`src/gbba_pkg.sv`:
```
// Shared types and constants of the grouped bitmap block allocator.
// No dependencies; imported by the controller, the datapath and the top level.
`timescale 1ns / 1ps

package gbba_pkg;

  // Field and register widths
  localparam int CMD_W     = 2;
  localparam int BLK_W     = 14;
  localparam int ST_W      = 2;
  localparam int BPG_W     = 11;
  localparam int GRP_W     = 4;
  localparam int CNT_W     = 11;
  localparam int CFG_IDX_W = 1;

  // Bitmap row geometry: one memory row holds 64 used bits
  localparam int ROW_BITS = 64;
  localparam int ROW_SH   = 6;

  // Command codes
  localparam logic [CMD_W-1:0] CMD_ALLOC = 2'd0;
  localparam logic [CMD_W-1:0] CMD_FREE  = 2'd1;
  localparam logic [CMD_W-1:0] CMD_CLEAR = 2'd2;
  localparam logic [CMD_W-1:0] CMD_NOP   = 2'd3;

  // Status codes
  localparam logic [ST_W-1:0] ST_OK   = 2'd0;
  localparam logic [ST_W-1:0] ST_FULL = 2'd1;
  localparam logic [ST_W-1:0] ST_BAD  = 2'd2;

  // Configuration register indexes
  localparam logic [CFG_IDX_W-1:0] CFG_BPG = 1'd0;
  localparam logic [CFG_IDX_W-1:0] CFG_GRP = 1'd1;

  // Register reset values and count ceiling
  localparam logic [BPG_W-1:0] BPG_RST   = 11'd1024;
  localparam logic [GRP_W-1:0] GRP_RST   = 4'd8;
  localparam logic [CNT_W-1:0] COUNT_MAX = 11'd2047;

  typedef enum logic [3:0] {
    S_INIT,
    S_IDLE,
    S_GSCAN,
    S_ARD,
    S_ACHK,
    S_FDIV,
    S_FRD,
    S_FCHK,
    S_CLEAR,
    S_DONE
  } state_e;

  // Controller to datapath commands
  typedef struct packed {
    logic load;
    logic grp_next;
    logic rd;
    logic row_next;
    logic alloc_wr;
    logic free_wr;
    logic clr_step;
    logic set_full;
    logic set_bad;
    logic out_load;
  } ctrl_t;

  // Datapath to controller status
  typedef struct packed {
    logic grp_nz;
    logic grp_last;
    logic num_zero;
    logic rem_lt_bpg;
    logic row_found;
    logic row_last;
    logic clr_last;
    logic out_free;
  } sts_t;

endpackage

```
`src/gbba_ctrl.sv`:
```
// Sequencing state machine of the block allocator.
// Depends on gbba_pkg; drives ctrl_t commands into gbba_dp and reads its sts_t.
`timescale 1ns / 1ps

module gbba_ctrl (
  input  logic                    clk_i,
  input  logic                    rst_ni,
  input  logic                    in_valid_i,
  input  logic [gbba_pkg::CMD_W-1:0] in_cmd_i,
  output logic                    in_stall_o,
  input  gbba_pkg::sts_t          sts_i,
  output gbba_pkg::ctrl_t         ctl_o
);
  import gbba_pkg::*;

  state_e state_q, state_d;

  // State register
  always_ff @(posedge clk_i or negedge rst_ni) begin
    if (!rst_ni) begin
      state_q <= S_INIT;
    end else begin
      state_q <= state_d;
    end
  end

  // Next state
  always_comb begin
    state_d = state_q;
    unique case (state_q)
      S_INIT: begin
        if (sts_i.clr_last) state_d = S_IDLE;
      end
      S_IDLE: begin
        if (in_valid_i) begin
          unique case (in_cmd_i)
            CMD_ALLOC: state_d = S_GSCAN;
            CMD_FREE:  state_d = S_FDIV;
            CMD_CLEAR: state_d = S_CLEAR;
            default:   state_d = S_DONE;
          endcase
        end
      end
      S_GSCAN: begin
        if (sts_i.grp_nz) state_d = S_ARD;
        else if (sts_i.grp_last) state_d = S_DONE;
      end
      S_ARD: state_d = S_ACHK;
      S_ACHK: begin
        if (sts_i.row_found || sts_i.row_last) state_d = S_DONE;
        else state_d = S_ARD;
      end
      S_FDIV: begin
        if (sts_i.num_zero) state_d = S_DONE;
        else if (sts_i.rem_lt_bpg) state_d = S_FRD;
        else if (sts_i.grp_last) state_d = S_DONE;
      end
      S_FRD:   state_d = S_FCHK;
      S_FCHK:  state_d = S_DONE;
      S_CLEAR: begin
        if (sts_i.clr_last) state_d = S_DONE;
      end
      S_DONE: begin
        if (sts_i.out_free) state_d = S_IDLE;
      end
      default: state_d = S_INIT;
    endcase
  end

  // Command outputs
  always_comb begin
    ctl_o = '0;
    unique case (state_q)
      S_INIT:  ctl_o.clr_step = 1'b1;
      S_IDLE:  ctl_o.load = in_valid_i;
      S_GSCAN: begin
        if (!sts_i.grp_nz) begin
          if (sts_i.grp_last) ctl_o.set_full = 1'b1;
          else ctl_o.grp_next = 1'b1;
        end
      end
      S_ARD:   ctl_o.rd = 1'b1;
      S_ACHK: begin
        if (sts_i.row_found) ctl_o.alloc_wr = 1'b1;
        else if (sts_i.row_last) ctl_o.set_full = 1'b1;
        else ctl_o.row_next = 1'b1;
      end
      S_FDIV: begin
        if (sts_i.num_zero) ctl_o.set_bad = 1'b1;
        else if (!sts_i.rem_lt_bpg) begin
          if (sts_i.grp_last) ctl_o.set_bad = 1'b1;
          else ctl_o.grp_next = 1'b1;
        end
      end
      S_FRD:   ctl_o.rd = 1'b1;
      S_FCHK:  ctl_o.free_wr = 1'b1;
      S_CLEAR: ctl_o.clr_step = 1'b1;
      S_DONE:  ctl_o.out_load = sts_i.out_free;
      default: ctl_o = '0;
    endcase
  end

  assign in_stall_o = (state_q != S_IDLE);

`ifndef SYNTHESIS
  // Every accepted transaction leaves idle
  a_accept_leaves_idle: assert property (@(posedge clk_i) disable iff (!rst_ni)
    (in_valid_i && !in_stall_o) |=> (state_q != S_IDLE))
    else $error("accepted transaction did not leave idle");

  // An allocation only writes a row back when it had a clear bit
  a_alloc_needs_free_bit: assert property (@(posedge clk_i) disable iff (!rst_ni)
    ctl_o.alloc_wr |-> sts_i.row_found)
    else $error("allocation write on a full row");

  // Read data is checked in the cycle after the read
  a_read_then_check: assert property (@(posedge clk_i) disable iff (!rst_ni)
    ctl_o.rd |=> (state_q == S_ACHK || state_q == S_FCHK))
    else $error("row read not followed by a check");

  // A finished result is handed over once the output register is free
  a_done_to_idle: assert property (@(posedge clk_i) disable iff (!rst_ni)
    (state_q == S_DONE && sts_i.out_free) |=> (state_q == S_IDLE))
    else $error("result hand-over did not return to idle");
`endif

endmodule

```
`config.mk`:
```
export PLATFORM = sky130hd
export DESIGN_NAME = gbba_ctrl
export DESIGN_NICKNAME = d
export VERILOG_FILES = /design/src/gbba_pkg.sv /design/src/gbba_ctrl.sv
export SDC_FILE = /design/constraint.sdc
export NUM_CORES = 1
export LEC_CHECK = 0
export ABC_AREA = 1
export BUFFER_PORTS_ARGS = -buffer_cell sky130_fd_sc_hd__buf_2
export CAP_MARGIN = 30
export CORE_AREA = 2 2 39 41
export DETAILED_ROUTE_END_ITERATION = 10
export DIE_AREA = 0 0 41 43
export PLACE_DENSITY = 0.69
export SYNTH_ARGS = -nofsm -noshare
export SYNTH_HDL_FRONTEND = slang
export SYNTH_SLANG_ARGS = --single-unit
```
`constraint.sdc`:
```
create_clock -name clk_i -period 1.3 [get_ports clk_i]
set_input_delay 0.065 -clock clk_i [delete_from_list [all_inputs] [get_ports clk_i]]
set_output_delay 0.065 -clock clk_i [all_outputs]
set_load 0.1 [all_outputs]
```
# == Word-level counts from Yosys, hierarchy flattened ==
# Index checks and enable logic that the tools add are counted.
# op_classes
mux,33
n_eq_ne,16
reduce_logical,6
# ops
cell,count
$pmux W4 S10,1
$mux W4,9
$mux W1,19
$eq A4 B3 Y1 const B,4
$pmux W4 S3,1
$eq A4 B2 Y1 const B,2
$eq A4 B4 Y1 const B,2
$ne A2 B2 Y1 const B,4
$eq A4 B1 Y1 const B,1
$logic_not A4 Y1,1
$ne A4 B1 Y1 const B,1
$pmux W1 S2,2
$reduce_and A4 Y1,1
$reduce_or A2 Y1,2
$eq A2 B1 Y1 const B,1
$eq A2 B2 Y1 const B,1
$logic_not A2 Y1,1
$mux W2,1
$logic_or A1 B1 Y1,1
# word_totals
in_bits,13
ff_bits,4
output_inout_bits,11
wordCells,56

# == Logic depth before layout (Yosys ltp) ==
# depth
depth_word,4
ltp_mapped,10
ltp_nobuf,10

# == Worst setup path before layout ==
# Ideal clock, no wire load.
# synth_timing
path_type,reg2reg
from,register state_q[0]
to,register state_q[0]
setup_slack_ps,-1939
period_less_slack_ps,3239
setup_time_ps,117
arrival_ps,3122
path_buffers,1
stages_incl_launch_ff,8
required_ps,1183
path_cell_list,dfrtp_1 buf_6 nor3_1 nand2_1 nand2_2 inv_2 nand2_1 nand2_1
# synth_between
elab_chain_len,4
word_cells_on_any_way,20
cone_classes,13 x eq/ne; 5 x mux; 2 x reduce/logical
# synth_lines
item,line_no,text
"start, declared",gbba_ctrl.sv:16,"state_e state_q, state_d;"
"start signal, assigned",gbba_ctrl.sv:23,state_q <= state_d;
$mux W4 (3 in a row),--,
$pmux W4 S10,gbba_ctrl.sv:30,unique case (state_q)
# Parallel ways exist; a longest one is shown, timed or not.
# A chain may end at the register's enable or synchronous reset.

==> results.py <==
metrics = {
    "floorplanning": {
        "dieWidth_um": 41,
        "die_h_um": 43,
        "core_mm2": 0.001384,
        "initial_core_util": 0.3779,
        "row_count": 14,
        "ios": 24,
        "dieArea_mm2": 0.001763,
    },
    "global_routing": {
        "grt_pass1_wl_um": 3387,
        "grt_use_total": 0.2823,
        "overflow": 0,
        "antenna_found_initial": 0,
        "grt_max_degree": 8,
        "grt_pass1_vias": 819,
    },
    "final_layout": {
        "largest_register_ffs": 4,
        "fin_nets": 155,
        "reg.largest.list": "state_q x4",
        "drive_gt1_frac": 0.5957,
        "regMostFlops": "state_q",
        "final_area_mm2": 0.001152,
        "syn_to_final_growth_pct": 120.3,
        "diodes": 0,
    },
    "worst_setup_path": {
        "startpoint": "state_q[1]",
        "r2r-start": "state_q[0]",
        "required_ns": 1.24,
        "cp_max_fo": 4,
        "worstSetupPathType": "flip-flop to output port",
        "arrival_ns": 1.46,
        "end_kind": "output port",
        "rrSetupSlack_ns": -0.11,
        "cpPeakStageDelay_ns": 0.46,
        "critical-path-slowest-cell": "dfrtp_2",
        "startpoint_type": "flip-flop",
        "path_cells": "inv_4 -> nor2_4 -> nand2_2 -> o32ai_4 -> buf_12",
    },
    "place": {
        "hpwl_um": 1413,
        "port_buffers": 23,
        "place_area_um2": 973.4,
        "place_ws_ns": -0.02526,
        "gp_congestion": 0.9206,
    },
    "routing": {
        "dr.pass1.iters": 5,
        "routed_wl_um": 2249,
        "wire_per_inst_um": 14.32,
        "drc_errors": 0,
        "postRouteAntennaNets": 0,
        "drtIter0Drc": 35,
        "vias_per_cell": 5.274,
        "vias": 828,
    },
    "logic_synthesis": {
        "synthTopCellsByArea": "dfrtp_1 (19%), nand2_1 (18%), nor2_1 (11%), inv_1 (9.3%), nand3_1 (7.7%)",
        "ys_seq_area_frac": 0.1914,
        "synthesis.nets": 108,
        "yosys.area_share.simple": 0.5526,
        "synth_compound_area_frac": 0.1124,
        "syn_avg_cell_area_um2": 5.505,
        "synthXorXnorAreaFrac": 0,
        "synth_top_family_by_area": "simple AND/OR/NAND/NOR gates",
        "synth_cells": 95,
        "yosysTopAreaCellShare": 0.1914,
        "yosysUniqueCellTypes": 18,
        "ys_seq_elements": 4,
        "yosysTopAreaCell": "dfrtp_1",
        "synth_warnings": 0,
        "synthAdderAreaFrac": 0,
        "synth_flop_cell": "dfrtp_1",
        "yosys-mux-area-fraction": 0,
        "synth_area_um2": 523.0,
        "synth_edf_count": 0,
        "synth_commonest_cells": "nand2_1 (25), nor2_1 (16), inv_1 (13)",
        "ys_async_sr_fraction": 1.000,
        "yosysMostFrequentCell": "nand2_1",
    },
    "sta": {
        "fin_crit_ns": 1.523,
        "relSlewSlack": 0.8207,
        "setup_viol": 15,
        "worst_slew_pin_slew_ns": 0.2690,
        "drv_slew": 0,
        "hold_viol_final": 0,
        "max_freq_ghz": 0.6565,
        "rsz0062_at_grt": "true",
        "fin_crit_sh": 1.172,
        "fin_ws_ns": -0.2233,
        "clock_skew_ns": 0.001612,
    },
    "clock_tree": {
        "clockBufferDepth": 2,
        "htree_levels": 1,
        "cts_sinks": 4,
        "path_clk_slew_ns": 0.04,
        "cts_tree": "built",
        "clk_latency_ns": 0.23,
        "cts_buffers": 3,
        "root_buffer": "clkbuf_4",
    },
    "power": {
        "power_switching_share": 0.5621,
        "p_leak_nw": 0.5639,
        "clkPwrFrac": 0.061,
        "cellInternalPower_mw": 1.206,
        "p_sw_mw": 1.548,
        "p_per_area_mw_per_mm2": 2390,
        "p_comb_frac": 0.829,
        "finalPower_mw": 2.755,
        "peakVddDrop_mv": 2.334,
        "power_frac_seq": 0.110,
    },
    "worst_hold_path": {
        "min-delay-path-class": "primary input to async pin",
    },
    "run": {
        "cap_viol_max_count": 0,
    },
    "outcome": {
        "outcome": "finished with violations",
        "violations": "setup timing",
    },
}
## cell type report
cell class | count | area (um^2)
timing repair buffer | 43 | 440.4
fill | 87 | 231.5
tap | 16 | 20.02
inverter | 17 | 73.82
multi-input combinational | 73 | 486.7
sequential | 4 | 105.1
clock buffer | 4 | 26.28
## path summary, 6_finish.rpt
check | to | cells after the start
max in group asynchronous | state_q[3] | 2
min in group clk_i | state_q[2] | 4
worst min-delay path | state_q[2] | 2
worst max-delay path | ctl_o[8] | 5
worst max register to register | state_q[3] | 10
worst min register to register | state_q[3] | 2
## timing repair
| action | CTS | global route |
|---|---|---|
| endpoints found under the setup margin | 14 | 15 |
| endpoints found under the hold margin | 4 | 0 |
| hold buffers | 1 | 0 |
| pin swaps | 12 | 6 |
| buffers inserted | 6 | 4 |
| gates resized for setup | 14 | 6 |
## worst max-delay path, delay by kind of cell (launching register included)
kind            cells  cell delay [ns]
compound gates      1             0.25
buf+inv             2             0.28
flops               1             0.46
simple gates        2             0.23
## placed cells by master, fill, tap and decap left out, types with 4 or more instances in the layout
cell type / Yosys / routed
buf_12: 0 / 11
inv_1: 13 / 9
nand2_2: 2 / 6
nor2_1: 16 / 10
buf_4: 0 / 17
nand3_1: 8 / 6
dfrtp_2: 0 / 4
buf_2: 0 / 12
nor2_4: 2 / 11
a21oi_1: 4 / 4
inv_2: 4 / 5
nand2_1: 25 / 19
## logic make-up after synthesis
logic type / after synthesis
compound gates: 10
simple gates: 63
flops: 4
buf+inv: 18
## power groups by stage
stage	registers, mW	clock network (mW)	logic (mW)
finish	0.303	0.167	2.28
global route	0.306	0.184	2.40
detailed placement	0.266	0	1.93
global placement	0.259	0	1.91
CTS	0.297	0.176	2.11
floorplan	0.241	0	1.28
## metrics by stage
| stage | utilization | hold WS, ns | TNS [ns] | cells |
|---|---|---|---|---|
| 6_report | 0.8327 | 0.1643 | -1.996 | 157 |
| 5_1_grt | 0.8327 | 0.1699 | -2.788 | 157 |
| 4_1_cts | 0.7929 | 0.1326 | -1.634 | 153 |
| 3_5_place_dp | 0.7034 | -0.1264 | -0.02740 | 142 |
| 3_3_place_gp | 0.7034 | -0.1269 | 0 | 142 |
| 2_1_floorplan | - | -0.2306 | -3.401 | 95 |
## per-layer routing
| layer | vias to the layer above | track usage | wire length, um |
|---|---|---|---|
| met5 | - | 0 | 0 |
| met4 | 0 | 0.2267 | 85 |
| met3 | 10 | 0.1152 | 147 |
| met2 | 38 | 0.4375 | 1224 |
| met1 | 389 | 0.2736 | 791 |
| li1 | 391 | - | - |
No activity file was read; power rests on OpenSTA's default activity.
